File: src/rtl/core/pac_pkg.sv
// Shared types and constants of the proximity alarm controller.
// Used by every module in rtl/core but pac_ram; depends on nothing else.
`timescale 1ns / 1ps

package pac_pkg;

    localparam int SAMPLE_BITS       = 10;
    localparam int TABLE_ENTRIES_DEF = 40;
    localparam int FRAME_SAMPLES_DEF = 10;

    localparam int CFG_W       = 6;
    localparam int CFG_IDX_W   = 1;
    localparam int RANGE_W     = 6;
    localparam int BYTE_W      = 8;
    localparam int TIDX_W      = 6;
    localparam int TVAL_W      = 10;
    localparam int SUM_FIELD_W = 14;

    localparam int S_DATA_W = 40;
    localparam int M_DATA_W = 16;

    localparam int IN_SAMPLE_LSB = 0;
    localparam int IN_BYTE_LSB   = 10;
    localparam int IN_TIDX_LSB   = 18;
    localparam int IN_TVAL_LSB   = 24;

    localparam int OUT_RANGE_LSB = 3;
    localparam int OUT_MSG_LSB   = 9;
    localparam int OUT_MODE_LSB  = 12;
    localparam int OUT_DONE_BIT  = 14;

    localparam logic [TVAL_W-1:0]  NO_MATCH_LIMIT = 10'd1000;
    localparam logic [RANGE_W-1:0] RANGE_MAX      = 6'd63;
    localparam logic [CFG_W-1:0]   NEAR_RESET     = 6'd20;
    localparam logic [CFG_W-1:0]   MIN_RESET      = 6'd5;

    localparam logic [BYTE_W-1:0] CMD_ARM    = 8'h61;
    localparam logic [BYTE_W-1:0] CMD_DISARM = 8'h64;
    localparam logic [BYTE_W-1:0] CMD_REPORT = 8'h72;
    localparam logic [BYTE_W-1:0] CMD_LIGHTS = 8'h0D;

    localparam logic [CFG_IDX_W-1:0] CFG_NEAR = 1'b0;
    localparam logic [CFG_IDX_W-1:0] CFG_MIN  = 1'b1;

    localparam logic [2:0] LED_ALL   = 3'b111;
    localparam logic [2:0] LED_SAFE  = 3'b001;
    localparam logic [2:0] LED_WARN  = 3'b010;
    localparam logic [2:0] LED_ALERT = 3'b100;

    typedef enum logic [1:0] {
        OP_SAMPLE  = 2'd0,
        OP_COMMAND = 2'd1,
        OP_LOAD    = 2'd2,
        OP_SPARE   = 2'd3
    } op_t;

    typedef enum logic [2:0] {
        K_NONE    = 3'd0,
        K_FRAME   = 3'd1,
        K_ARM     = 3'd2,
        K_DISARM  = 3'd3,
        K_REPORT  = 3'd4,
        K_LIGHTS  = 3'd5,
        K_LOAD    = 3'd6
    } kind_t;

    typedef enum logic [1:0] {
        MODE_DISARMED = 2'd0,
        MODE_ARMED    = 2'd1,
        MODE_ALERT    = 2'd2
    } mode_t;

    typedef enum logic [2:0] {
        MSG_NONE     = 3'd0,
        MSG_ALERT    = 3'd1,
        MSG_ARMED    = 3'd2,
        MSG_DISARMED = 3'd3,
        MSG_REPORT   = 3'd4
    } msg_t;

    typedef struct packed {
        kind_t                  kind;
        logic [SUM_FIELD_W-1:0] sum;
        logic [TIDX_W-1:0]      tidx;
        logic [TVAL_W-1:0]      tval;
    } work_t;

endpackage

File: src/rtl/core/pac_ram.sv
// Generic single-write, single-read RAM with a registered read port.
// Depends on nothing.
`timescale 1ns / 1ps

module pac_ram #(
    parameter int WIDTH = 10,
    parameter int DEPTH = 40
) (
    input  logic                                     clk,
    input  logic                                     we,
    input  logic [((DEPTH > 1) ? $clog2(DEPTH) : 1)-1:0] waddr,
    input  logic [WIDTH-1:0]                         wdata,
    input  logic                                     re,
    input  logic [((DEPTH > 1) ? $clog2(DEPTH) : 1)-1:0] raddr,
    output logic [WIDTH-1:0]                         rdata
);

    logic [WIDTH-1:0] mem [DEPTH];
    logic [WIDTH-1:0] rdata_reg;

    always_ff @(posedge clk)
    begin
        if (we)
        begin
            mem[waddr] <= wdata;
        end
        if (re)
        begin
            rdata_reg <= mem[raddr];
        end
    end

    assign rdata = rdata_reg;

endmodule

File: src/rtl/core/pac_fifo.sv
// Two-entry queue of classified work between the front and back parts.
// Depends on pac_pkg for the work entry type.
`timescale 1ns / 1ps

module pac_fifo (
    input  logic          clk,
    input  logic          rst_n,
    input  logic          push,
    input  pac_pkg::work_t push_data,
    output logic          full,
    input  logic          pop,
    output pac_pkg::work_t pop_data,
    output logic          empty
);
    import pac_pkg::*;

    work_t      mem_reg [2];
    logic       wr_ptr_reg;
    logic       wr_ptr_next;
    logic       rd_ptr_reg;
    logic       rd_ptr_next;
    logic [1:0] count_reg;
    logic [1:0] count_next;

    assign full     = (count_reg == 2'd2);
    assign empty    = (count_reg == 2'd0);
    assign pop_data = mem_reg[rd_ptr_reg];

    always_comb
    begin
        wr_ptr_next = wr_ptr_reg;
        rd_ptr_next = rd_ptr_reg;
        count_next  = count_reg;
        if (push)
        begin
            wr_ptr_next = ~wr_ptr_reg;
        end
        if (pop)
        begin
            rd_ptr_next = ~rd_ptr_reg;
        end
        if (push && !pop)
        begin
            count_next = count_reg + 2'd1;
        end
        else if (pop && !push)
        begin
            count_next = count_reg - 2'd1;
        end
    end

    always_ff @(posedge clk or negedge rst_n)
    begin
        if (!rst_n)
        begin
            wr_ptr_reg <= 1'b0;
            rd_ptr_reg <= 1'b0;
            count_reg  <= 2'd0;
        end
        else
        begin
            wr_ptr_reg <= wr_ptr_next;
            rd_ptr_reg <= rd_ptr_next;
            count_reg  <= count_next;
        end
    end

    always_ff @(posedge clk)
    begin
        if (push)
        begin
            mem_reg[wr_ptr_reg] <= push_data;
        end
    end

endmodule

File: src/rtl/core/pac_front.sv
// Front part: accepts input beats, accumulates sample frames and classifies work.
// Depends on pac_pkg; feeds pac_fifo.
`timescale 1ns / 1ps

module pac_front #(
    parameter int FRAME_SAMPLES = pac_pkg::FRAME_SAMPLES_DEF,
    parameter int TABLE_ENTRIES = pac_pkg::TABLE_ENTRIES_DEF
) (
    input  logic                         clk,
    input  logic                         rst_n,
    input  logic                         in_valid,
    output logic                         in_ready,
    input  pac_pkg::op_t                 in_op,
    input  logic [pac_pkg::S_DATA_W-1:0] in_data,
    output logic                         push,
    output pac_pkg::work_t               push_data,
    input  logic                         full
);
    import pac_pkg::*;

    localparam int SUM_W = $clog2(FRAME_SAMPLES * ((1 << SAMPLE_BITS) - 1) + 1);
    localparam int CNT_W = $clog2(FRAME_SAMPLES + 1);

    logic [SUM_W-1:0]       sum_reg;
    logic [SUM_W-1:0]       sum_next;
    logic [CNT_W-1:0]       count_reg;
    logic [CNT_W-1:0]       count_next;
    logic [SUM_W-1:0]       sum_inc;
    logic [CNT_W-1:0]       count_inc;
    logic [SAMPLE_BITS-1:0] sample;
    logic [BYTE_W-1:0]      rx_byte;
    logic [TIDX_W-1:0]      tidx;
    logic                   accept;

    assign in_ready  = !full;
    assign accept    = in_valid && !full;
    assign push      = accept;
    assign sample    = in_data[IN_SAMPLE_LSB +: SAMPLE_BITS];
    assign rx_byte   = in_data[IN_BYTE_LSB +: BYTE_W];
    assign tidx      = in_data[IN_TIDX_LSB +: TIDX_W];
    assign sum_inc   = sum_reg + SUM_W'(sample);
    assign count_inc = count_reg + CNT_W'(1);

    always_comb
    begin
        sum_next       = sum_reg;
        count_next     = count_reg;
        push_data.kind = K_NONE;
        push_data.sum  = SUM_FIELD_W'(sum_inc);
        push_data.tidx = tidx;
        push_data.tval = in_data[IN_TVAL_LSB +: TVAL_W];
        case (in_op)
            OP_SAMPLE:
            begin
                if (count_inc == CNT_W'(FRAME_SAMPLES))
                begin
                    push_data.kind = K_FRAME;
                    sum_next       = '0;
                    count_next     = '0;
                end
                else
                begin
                    sum_next   = sum_inc;
                    count_next = count_inc;
                end
            end
            OP_COMMAND:
            begin
                case (rx_byte)
                    CMD_ARM:    push_data.kind = K_ARM;
                    CMD_DISARM: push_data.kind = K_DISARM;
                    CMD_REPORT: push_data.kind = K_REPORT;
                    CMD_LIGHTS: push_data.kind = K_LIGHTS;
                    default:    push_data.kind = K_NONE;
                endcase
            end
            OP_LOAD:
            begin
                if ({1'b0, tidx} < 7'(TABLE_ENTRIES))
                begin
                    push_data.kind = K_LOAD;
                end
            end
            default:
            begin
                push_data.kind = K_NONE;
            end
        endcase
    end

    always_ff @(posedge clk or negedge rst_n)
    begin
        if (!rst_n)
        begin
            sum_reg   <= '0;
            count_reg <= '0;
        end
        else if (accept)
        begin
            sum_reg   <= sum_next;
            count_reg <= count_next;
        end
    end

endmodule

File: src/rtl/core/pac_back.sv
// Back part: carries out queued work, scans the calibration table, runs the alarm modes.
// Depends on pac_pkg and pac_ram; holds the result register.
`timescale 1ns / 1ps

module pac_back #(
    parameter int FRAME_SAMPLES = pac_pkg::FRAME_SAMPLES_DEF,
    parameter int TABLE_ENTRIES = pac_pkg::TABLE_ENTRIES_DEF
) (
    input  logic                          clk,
    input  logic                          rst_n,
    input  logic                          empty,
    output logic                          pop,
    input  pac_pkg::work_t                pop_data,
    input  logic                          cfg_valid,
    input  logic [pac_pkg::CFG_IDX_W-1:0] cfg_index,
    input  logic [pac_pkg::CFG_W-1:0]     cfg_data,
    output logic                          out_valid,
    input  logic                          out_ready,
    output logic [pac_pkg::M_DATA_W-1:0]  out_data
);
    import pac_pkg::*;

    localparam int SUM_W   = $clog2(FRAME_SAMPLES * ((1 << SAMPLE_BITS) - 1) + 1);
    localparam int FRAC    = SUM_W + $clog2(FRAME_SAMPLES);
    localparam int RECIP   = ((1 << FRAC) + FRAME_SAMPLES - 1) / FRAME_SAMPLES;
    localparam int RECIP_W = FRAC + 1;
    localparam int PROD_W  = SUM_W + RECIP_W;
    localparam int IDX_W   = (TABLE_ENTRIES > 1) ? $clog2(TABLE_ENTRIES) : 1;

    typedef enum logic [3:0] {
        ST_IDLE = 4'b0001,
        ST_DIV  = 4'b0010,
        ST_SCAN = 4'b0100,
        ST_EVAL = 4'b1000
    } state_t;

    state_t                 state_reg;
    state_t                 state_next;
    logic [SUM_W-1:0]       sum_reg;
    logic [SUM_W-1:0]       sum_next;
    logic [SAMPLE_BITS-1:0] avg_reg;
    logic [SAMPLE_BITS-1:0] avg_next;
    logic [IDX_W-1:0]       scan_idx_reg;
    logic [IDX_W-1:0]       scan_idx_next;
    logic [TVAL_W-1:0]      best_diff_reg;
    logic [TVAL_W-1:0]      best_diff_next;
    logic [IDX_W-1:0]       best_idx_reg;
    logic [IDX_W-1:0]       best_idx_next;
    mode_t                  mode_reg;
    mode_t                  mode_next;
    logic                   alert_sent_reg;
    logic                   alert_sent_next;
    logic                   lights_reg;
    logic                   lights_next;
    logic [2:0]             led_reg;
    logic [2:0]             led_next;
    logic [RANGE_W-1:0]     range_reg;
    logic [RANGE_W-1:0]     range_next;
    logic [CFG_W-1:0]       near_reg;
    logic [CFG_W-1:0]       near_next;
    logic [CFG_W-1:0]       min_reg;
    logic [CFG_W-1:0]       min_next;
    logic                   out_valid_reg;
    logic                   out_valid_next;
    logic [M_DATA_W-1:0]    out_data_reg;
    logic [M_DATA_W-1:0]    out_data_next;

    logic                   ram_we;
    logic                   ram_re;
    logic [IDX_W-1:0]       ram_raddr;
    logic [TVAL_W-1:0]      ram_rdata;
    logic [PROD_W-1:0]      prod;
    logic [TVAL_W-1:0]      diff;
    logic [RANGE_W:0]       dist_inc;
    logic [RANGE_W-1:0]     dist_sat;
    logic [RANGE_W-1:0]     dist_val;
    logic                   out_free;
    logic                   load_out;
    logic                   done;
    msg_t                   msg;

    pac_ram #(
        .WIDTH(TVAL_W),
        .DEPTH(TABLE_ENTRIES)
    ) u_table (
        .clk  (clk),
        .we   (ram_we),
        .waddr(pop_data.tidx[IDX_W-1:0]),
        .wdata(pop_data.tval),
        .re   (ram_re),
        .raddr(ram_raddr),
        .rdata(ram_rdata)
    );

    assign out_free = !out_valid_reg || out_ready;
    assign prod     = PROD_W'(sum_reg) * PROD_W'(RECIP);
    assign diff     = (ram_rdata >= avg_reg) ? (ram_rdata - avg_reg) : (avg_reg - ram_rdata);
    assign dist_inc = (RANGE_W + 1)'(best_idx_reg) + 7'd1;
    assign dist_sat = (dist_inc > {1'b0, RANGE_MAX}) ? RANGE_MAX : dist_inc[RANGE_W-1:0];
    assign dist_val = (dist_sat < min_reg) ? min_reg : dist_sat;

    always_comb
    begin
        state_next      = state_reg;
        sum_next        = sum_reg;
        avg_next        = avg_reg;
        scan_idx_next   = scan_idx_reg;
        best_diff_next  = best_diff_reg;
        best_idx_next   = best_idx_reg;
        mode_next       = mode_reg;
        alert_sent_next = alert_sent_reg;
        lights_next     = lights_reg;
        led_next        = led_reg;
        range_next      = range_reg;
        near_next       = near_reg;
        min_next        = min_reg;
        out_valid_next  = out_valid_reg;
        out_data_next   = out_data_reg;
        pop             = 1'b0;
        ram_we          = 1'b0;
        ram_re          = 1'b0;
        ram_raddr       = '0;
        load_out        = 1'b0;
        done            = 1'b0;
        msg             = MSG_NONE;

        if (out_valid_reg && out_ready)
        begin
            out_valid_next = 1'b0;
        end

        if (cfg_valid)
        begin
            case (cfg_index)
                CFG_NEAR: near_next = cfg_data;
                CFG_MIN:  min_next  = cfg_data;
                default:  near_next = near_reg;
            endcase
        end

        case (state_reg)
            ST_IDLE:
            begin
                if (!empty && out_free)
                begin
                    pop = 1'b1;
                    case (pop_data.kind)
                        K_FRAME:
                        begin
                            sum_next   = pop_data.sum[SUM_W-1:0];
                            state_next = ST_DIV;
                        end
                        K_ARM:
                        begin
                            if (mode_reg != MODE_ALERT)
                            begin
                                mode_next = MODE_ARMED;
                                msg       = MSG_ARMED;
                            end
                            load_out = 1'b1;
                        end
                        K_DISARM:
                        begin
                            alert_sent_next = 1'b0;
                            mode_next       = MODE_DISARMED;
                            msg             = MSG_DISARMED;
                            load_out        = 1'b1;
                        end
                        K_REPORT:
                        begin
                            alert_sent_next = 1'b0;
                            msg             = MSG_REPORT;
                            load_out        = 1'b1;
                        end
                        K_LIGHTS:
                        begin
                            led_next    = LED_ALL;
                            lights_next = 1'b0;
                            load_out    = 1'b1;
                        end
                        K_LOAD:
                        begin
                            ram_we   = 1'b1;
                            load_out = 1'b1;
                        end
                        default:
                        begin
                            load_out = 1'b1;
                        end
                    endcase
                end
            end
            ST_DIV:
            begin
                avg_next       = prod[FRAC +: SAMPLE_BITS];
                best_diff_next = NO_MATCH_LIMIT;
                best_idx_next  = '0;
                scan_idx_next  = '0;
                ram_re         = 1'b1;
                state_next     = ST_SCAN;
            end
            ST_SCAN:
            begin
                if (diff < best_diff_reg)
                begin
                    best_diff_next = diff;
                    best_idx_next  = scan_idx_reg;
                end
                if (scan_idx_reg == IDX_W'(TABLE_ENTRIES - 1))
                begin
                    state_next = ST_EVAL;
                end
                else
                begin
                    scan_idx_next = scan_idx_reg + IDX_W'(1);
                    ram_re        = 1'b1;
                    ram_raddr     = scan_idx_reg + IDX_W'(1);
                end
            end
            ST_EVAL:
            begin
                if (out_free)
                begin
                    range_next = dist_val;
                    if (dist_val < near_reg)
                    begin
                        if (mode_reg == MODE_DISARMED)
                        begin
                            alert_sent_next = 1'b0;
                        end
                        else
                        begin
                            if (!alert_sent_reg)
                            begin
                                mode_next       = MODE_ALERT;
                                msg             = MSG_ALERT;
                                alert_sent_next = 1'b1;
                            end
                            led_next    = LED_ALERT;
                            lights_next = 1'b1;
                        end
                    end
                    else if (lights_reg)
                    begin
                        if (mode_reg == MODE_ARMED)
                        begin
                            led_next = LED_SAFE;
                        end
                        else if (mode_reg == MODE_DISARMED)
                        begin
                            led_next = LED_WARN;
                        end
                    end
                    done       = 1'b1;
                    load_out   = 1'b1;
                    state_next = ST_IDLE;
                end
            end
            default:
            begin
                state_next = ST_IDLE;
            end
        endcase

        if (load_out)
        begin
            out_valid_next = 1'b1;
            out_data_next  = '0;
            out_data_next[2:0]                        = led_next;
            out_data_next[OUT_RANGE_LSB +: RANGE_W]   = range_next;
            out_data_next[OUT_MSG_LSB +: 3]           = msg;
            out_data_next[OUT_MODE_LSB +: 2]          = mode_next;
            out_data_next[OUT_DONE_BIT]               = done;
        end
    end

    always_ff @(posedge clk or negedge rst_n)
    begin
        if (!rst_n)
        begin
            state_reg      <= ST_IDLE;
            mode_reg       <= MODE_DISARMED;
            alert_sent_reg <= 1'b0;
            lights_reg     <= 1'b0;
            led_reg        <= LED_ALL;
            range_reg      <= '0;
            near_reg       <= NEAR_RESET;
            min_reg        <= MIN_RESET;
            out_valid_reg  <= 1'b0;
        end
        else
        begin
            state_reg      <= state_next;
            mode_reg       <= mode_next;
            alert_sent_reg <= alert_sent_next;
            lights_reg     <= lights_next;
            led_reg        <= led_next;
            range_reg      <= range_next;
            near_reg       <= near_next;
            min_reg        <= min_next;
            out_valid_reg  <= out_valid_next;
        end
    end

    always_ff @(posedge clk)
    begin
        sum_reg       <= sum_next;
        avg_reg       <= avg_next;
        scan_idx_reg  <= scan_idx_next;
        best_diff_reg <= best_diff_next;
        best_idx_reg  <= best_idx_next;
        out_data_reg  <= out_data_next;
    end

    assign out_valid = out_valid_reg;
    assign out_data  = out_data_reg;

endmodule

File: src/rtl/core/proximity_alarm_controller_unit.sv
// A command, table load or non-final sample beat is queued in pac_fifo, then popped, and its
// result registered; a frame-completing sample runs ST_DIV, ST_SCAN and ST_EVAL after its pop.
// Input: one beat per cycle while the queue has room; frame-completing samples hold the back
// part while the single calibration RAM read port scans the table.
// Reset (rst_n, asynchronous, active low) disarms, lights all LEDs, clears the frame sum and
// range, and restores the registers; the calibration table stays undefined until loaded.
`timescale 1ns / 1ps

module proximity_alarm_controller_unit #(
    parameter int TABLE_ENTRIES = pac_pkg::TABLE_ENTRIES_DEF,
    parameter int FRAME_SAMPLES = pac_pkg::FRAME_SAMPLES_DEF
) (
    input  logic                          clk,
    input  logic                          rst_n,
    input  logic                          s_axis_tvalid,
    output logic                          s_axis_tready,
    // sample_value[9:0], rx_byte[17:10], table_index[23:18], table_value[33:24], zeros above
    input  logic [pac_pkg::S_DATA_W-1:0]  s_axis_tdata,
    // operation[1:0]
    input  logic [1:0]                    s_axis_tuser,
    output logic                          m_axis_tvalid,
    input  logic                          m_axis_tready,
    // led_safe[0], led_warn[1], led_alert[2], range_inches[8:3], message_code[11:9],
    // alarm_mode[13:12], frame_done[14], zero[15]
    output logic [pac_pkg::M_DATA_W-1:0]  m_axis_tdata,
    input  logic                          cfg_valid,
    output logic                          cfg_ready,
    input  logic [pac_pkg::CFG_IDX_W-1:0] cfg_index,
    input  logic [pac_pkg::CFG_W-1:0]     cfg_data
);
    import pac_pkg::*;

    logic  push;
    work_t push_data;
    logic  full;
    logic  pop;
    work_t pop_data;
    logic  empty;

    assign cfg_ready = 1'b1;

    pac_front #(
        .FRAME_SAMPLES(FRAME_SAMPLES),
        .TABLE_ENTRIES(TABLE_ENTRIES)
    ) u_front (
        .clk      (clk),
        .rst_n    (rst_n),
        .in_valid (s_axis_tvalid),
        .in_ready (s_axis_tready),
        .in_op    (op_t'(s_axis_tuser)),
        .in_data  (s_axis_tdata),
        .push     (push),
        .push_data(push_data),
        .full     (full)
    );

    pac_fifo u_fifo (
        .clk      (clk),
        .rst_n    (rst_n),
        .push     (push),
        .push_data(push_data),
        .full     (full),
        .pop      (pop),
        .pop_data (pop_data),
        .empty    (empty)
    );

    pac_back #(
        .FRAME_SAMPLES(FRAME_SAMPLES),
        .TABLE_ENTRIES(TABLE_ENTRIES)
    ) u_back (
        .clk      (clk),
        .rst_n    (rst_n),
        .empty    (empty),
        .pop      (pop),
        .pop_data (pop_data),
        .cfg_valid(cfg_valid),
        .cfg_index(cfg_index),
        .cfg_data (cfg_data),
        .out_valid(m_axis_tvalid),
        .out_ready(m_axis_tready),
        .out_data (m_axis_tdata)
    );

endmodule

File: config.mk
export PLATFORM = sky130hd
export DESIGN_NAME = proximity_alarm_controller_unit
export DESIGN_NICKNAME = d
export VERILOG_FILES = /design/src/rtl/core/pac_pkg.sv /design/src/rtl/core/pac_ram.sv /design/src/rtl/core/pac_fifo.sv /design/src/rtl/core/pac_front.sv /design/src/rtl/core/pac_back.sv /design/src/rtl/core/proximity_alarm_controller_unit.sv
export SDC_FILE = /design/constraint.sdc
export NUM_CORES = 1
export LEC_CHECK = 0
export ABC_CLOCK_PERIOD_IN_PS = 8800
export BUFFER_PORTS_ARGS = -buffer_cell sky130_fd_sc_hd__buf_2
export CORE_MARGIN = 3
export CORE_UTILIZATION = 50
export DETAILED_ROUTE_END_ITERATION = 8
export MAX_ROUTING_LAYER = met4
export PLACE_DENSITY = 0.78
export SLEW_MARGIN = 20
export SYNTH_ARGS = -nofsm -noshare
export SYNTH_HDL_FRONTEND = slang
export SYNTH_SLANG_ARGS = --single-unit
export TNS_END_PERCENT = 100
File: constraint.sdc
create_clock -name clk -period 8.8 [get_ports clk]
set_input_delay 1.32 -clock clk [delete_from_list [all_inputs] [get_ports clk]]
set_output_delay 1.32 -clock clk [all_outputs]
set_load 0.005 [all_outputs]
* Yosys cells after proc, flatten, opt, wreduce, memory -nomap -nowiden
Memory sizes are Yosys's and may differ from the RTL's. A register that Yosys moved wholly into a read port is not among the register bits. Index checks and enable logic that the tools add are counted.
Storage, ports and cells: flip-flop bits (word level) 113, RAM bits 466, input bits 54, output and inout bits 19, memories 2
Cells by class: add/sub/neg operators 8, multipliers 1, $lt $le $gt $ge 6, eq/ne operators 31, mux-type cells 80, bitwise logic cells 3, reduce and logical (&&, ||, !) cells 28
Memory list:
- u_back.u_table.mem | words 40, bits a word 10, read ports 1, clocked after memory_dff 1, wr ports 1, line pac_ram.sv:18 | logic [WIDTH-1:0] mem [DEPTH];
- u_fifo.mem_reg | words 2, bits a word 33, read ports 1, clocked after memory_dff 0, wr ports 1, line pac_fifo.sv:17 | work_t mem_reg [2];
Operator list (number):
- two-way mux 6 bit | 8
- two-way mux 3 bit | 13
- multiplier 14 x 15 -> 28 bit (second input constant) | 1
- two-way mux 1 bit | 27
- equality test 8 x 7 -> 1 bit (second input constant) | 3
- one-hot mux 6 bit (2 select lines) | 2
- two-way mux 10 bit | 2
- two-way mux 4 bit | 5
- one-hot mux 10 bit (2 select lines) | 1
- subtractor 10 bit | 2
- two-way mux 2 bit | 9
- one-hot mux 3 bit (3 select lines) | 2
- one-hot mux 4 bit (4 select lines) | 1
- adder 14 x 10 -> 14 bit | 1
- two-way mux 14 bit | 1
- less-than comparator 6 bit | 2
- inequality test 2 bit (second input constant) | 6
- one-hot mux 3 bit (2 select lines) | 2
- one-hot mux 3 bit (4 select lines) | 1
- greater-or-equal comparator 10 bit | 1
- less-than comparator 10 bit | 1
- inequality test 2 x 1 -> 1 bit (second input constant) | 5
- AND reduction 2 bit | 5
- equality test 3 bit (second input constant) | 3
- 30 further kinds | 53

* Longest topological paths before layout
depth after elaboration 9, mapped depth 21, gate-level depth less buffers 21

* Modules after synthesis
From an unflattened synthesis, not the netlist that was laid out.
Second synthesis, totals: cell total of the unflattened synthesis 1973, area total of the unflattened synthesis 29014.1 sq um
By module, submodules not included:
- pac_ram | times used 1, cells each 849, area an instance 16243.1 sq um, seq. area each 12311.8 sq um
- pac_back | times used 1, cells each 819, area an instance 8439.3 sq um, seq. area each 2592.5 sq um
- pac_fifo | times used 1, cells each 119, area an instance 2720.1 sq um, seq. area each 2082.0 sq um
- pac_front | times used 1, cells each 184, area an instance 1600.3 sq um, seq. area each 450.4 sq um
- proximity_alarm_controller_unit | times used 1, cells each 2, area an instance 11.3 sq um, seq. area each 0.0 sq um

* Worst setup path after synthesis
OpenSTA, ideal clock, no wires.
kind reg-to-reg, start point register u_back.sum_reg[11], end point register u_back.avg_reg[9] (data pin), arrival time 5137 ps, required time 8540 ps, setup slack 3403 ps, stages on the path, launching flop included 19, path buffers 0, period minus slack after synthesis 5397 ps, cells stage by stage edfxtp_1 -> fa_1 -> inv_1 -> fa_1 -> fa_1 -> fa_1 -> inv_1 -> fa_1 -> inv_1 -> fa_1 -> inv_1 -> ha_1 -> nand4_1 -> a2111oi_0 -> o311ai_0 -> nand3_1 -> a31oi_1 -> o21bai_1 -> xnor2_1
Between the ends: longest elaborated chain between the ends 1
RTL lines:
- from (decl) | line pac_back.sv:39 | logic [SUM_W-1:0] sum_reg;
- from (signal assigned) | line pac_back.sv:307 | sum_reg <= sum_next;
- multiplier 14 x 15 -> 28 bit | line pac_back.sv:96 | assign prod = PROD_W'(sum_reg) * PROD_W'(RECIP);
- via u_back.prod[27] | line pac_back.sv:72 | logic [PROD_W-1:0] prod;
- to (signal assigned) | line pac_back.sv:308 | avg_reg <= avg_next;
- to (decl) | line pac_back.sv:41 | logic [SAMPLE_BITS-1:0] avg_reg;
The timed path passes the listed nets, and every way through them passes these cells. A chain may end at the register's enable or synchronous reset.

* Final worst setup path
start point register u_back.sum_reg[11], end point register u_back.avg_reg[6] (data pin)
Same word-level chain as after synthesis.

==> results.json <==
{
  "place_area_um2": 29200,
  "hold_viol_final": 0,
  "drtIter0Drc": 1886,
  "stdcell_area_um2": 31200,
  "synth_edf_count": 537,
  "track_usage_pct": 22.0,
  "synthFlopType": "edfxtp_1",
  "grt_pass1_vias": 17800,
  "hpwlAfterDp_um": 40900,
  "ir_drop_mv": 0.324,
  "numCtsBuffers": 58,
  "cts_root_buffer": "clkbuf_16",
  "largest_reg_flops": 400,
  "finalSetupTns_ns": 0,
  "fp.dieW_um": 243,
  "min_period_ns": 5.86,
  "netlist_area_um2": 28100,
  "fin_nets": 2420,
  "endpoint_kind": "flip-flop",
  "critical_path_class": "reg -> reg",
  "synthCells": 2083,
  "drcViolationCount": 0,
  "antenna_found_initial": 0,
  "core_um2": 55300,
  "gp_congestion": 0.896,
  "synth_top_family_by_area": "adder cells",
  "synth_fa_ha_area_share_pct": 11.2,
  "fin_crit_sh_pct": 66.6,
  "syn_area_per_cell_um2": 13.5,
  "cts_tree": "done",
  "grt-ovfl-total": 0,
  "dieArea_um2": 59000,
  "max_freq_ghz": 0.171,
  "synth_simple_gate_area_share_pct": 9.11,
  "layout-drive-gt1-share_pct": 12.4,
  "post_cts_buffers": 0,
  "clock_sinks": 589,
  "die-height_um": 243,
  "synth_top_area_share_pct": 57.4,
  "clk_pin_slew_ns": 0.06,
  "fp-row-count": 86,
  "stdcell_count": 2949,
  "clk-insertion-delay-late_ns": 0.64,
  "io_pins": 73,
  "cts_resized": 0,
  "worst_slew_pin_slew_ns": 1.16,
  "setup_viol": 0,
  "yosys_warnings": 0,
  "viasPerCell": 5.93,
  "wl_per_cell_um": 21.5,
  "p_leak_nw": 11.6,
  "n_antenna_cell": 0,
  "ctsHoldBuffers": 0,
  "synthXorXnorAreaFrac_pct": 1.34,
  "grt_setup_unrepaired": "false",
  "synth-seq-area-share_pct": 62.1,
  "vias": 17500,
  "hp-class": "reg -> reg",
  "cp-start-kind": "flip-flop",
  "dpl.cell_count": 2840,
  "synth_compound_area_share_pct": 9.22,
  "yosysUniqueCellTypes": 85,
  "maxSlewViolCount": 0,
  "ctsLongestPathBuffers": 3,
  "area_delta_synth_final_pct": 11.1,
  "netlist_top_cells_area": "edfxtp_1, ha_1, fa_1",
  "arrival_ns": 6.22,
  "synthArstFlopShare_pct": 8.83,
  "ys_seq_elements": 589,
  "firstDrtPassIters": 6,
  "yosysTopAreaCell": "edfxtp_1",
  "finalPower_w": 0.0104,
  "synth_nets": 2351,
  "relSlewSlack_pct": 22.6,
  "cp_data_required_time_ns": 9.16,
  "ant_nets": 0,
  "skew_ns": 0.0290,
  "grt_max_degree": 74,
  "max_cap_viol_count": 0,
  "wl_um": 63500,
  "grt_pass1_wl_um": 99200,
  "h-tree-depth": 2,
  "powerDensity_nw_per_um2": 335,
  "worstPathMaxFanout": 4,
  "run_status": "complete, no violations",
  "numPortBuffers": 64,
  "hold_ws_ns": 0.473,
  "synth.area.mux_share_pct": 3.45,
  "start_util_pct": 50.8
}
-- synthesized netlist by cell type, drive strengths merged, types with 23 or more instances --
cell type,number
edfxtp,537
nand2,259
inv,166
ha,151
nor2,106
o221ai,68
nand3,65
fa,63
a21oi,60
o21ai,59
mux2,48
dfrtp,44
clkbuf,41
buf,37
and3,34
xnor2,29
o22ai,25
a311oi,23
-- critical path, cell delays in order, from the launching register on --
cell and delay (ns):
edfxtp_1 0.48, fa_1 0.57, inv_1 0.05, fa_1 0.48
fa_1 0.44, fa_1 0.54, inv_1 0.07, fa_1 0.49
inv_1 0.06, fa_1 0.48, inv_1 0.04, ha_1 0.27
nand4_1 0.11, a2111oi_0 0.63, o311ai_0 0.33, nand2_1 0.15
o21ai_0 0.09, nor2b_1 0.16, xnor2_1 0.15
-- where the power goes --
group          switching, W  leakage, nW  internal (W)
Clock               0.00107        0.968       0.00153
Sequential         0.000124         5.49       0.00372
Combinational       0.00239         5.13       0.00162
Total               0.00358         11.6       0.00687
-- cell families after synthesis --
| logic type | count (synthesis) |
|---|---|
| fa+ha+maj | 214 |
| flops | 589 |
| compound gates | 361 |
| simple gates | 558 |
| other cells | 2 |
| buf+inv | 245 |
| xor+xnor | 43 |
| mux | 71 |
-- routing by layer --
layer  part of all wire, %  up-vias  wire [um]  GRT usage, %
li1                      -     7886          -             -
met1                    41     8656      26000          29.3
met2                    48      814      30400          34.9
met3                   8.7      123       5520          4.07
met4                   2.5        0       1610          6.26
met5                     0        -          0             -
-- final timing paths --
kind | startpoint | slack, ns | to | depth (start not counted)
hold / removal | u_front.sum_reg[2] | 0.47 | u_front.sum_reg[2] | 2
setup / recovery | u_back.sum_reg[11] | 2.94 | u_back.avg_reg[6] | 18
setup reg to reg | u_back.sum_reg[11] | 2.94 | u_back.avg_reg[6] | 18
max in group asynchronous | rst_n | 7.42 | u_fifo.rd_ptr_reg | 2
min in group asynchronous | rst_n | 0.84 | u_back.range_reg[2] | 2
hold reg to reg | u_front.sum_reg[2] | 0.47 | u_front.sum_reg[2] | 2
-- stage by stage --
step	worst slack (ns)	util [%]
2_1_floorplan	3.40	-
3_5_place_dp	2.90	52.7
6_report	2.94	56.4
5_1_grt	2.67	56.4
3_3_place_gp	2.88	52.7
4_1_cts	2.91	56.4
-- area by class of cell --
type,instances,area [um^2]
repair buffers,87,493
multi-input cells,1249,9690
flip-flops and latches,589,17400
fillers,4301,24100
clock inverters,40,497
inverters,167,627
well taps,748,936
clock buffers,69,1510
-- cells in the final DEF, fill, tap and decap left out, types with 63 or more instances in the layout --
master and count:
o221ai_1 68, buf_2 64, edfxtp_1 537, inv_1 163, ha_1 151, nand3_1 65
nand2_1 256, fa_1 63, nor2_1 92
Note: power is estimated with default switching activity, not from simulation.
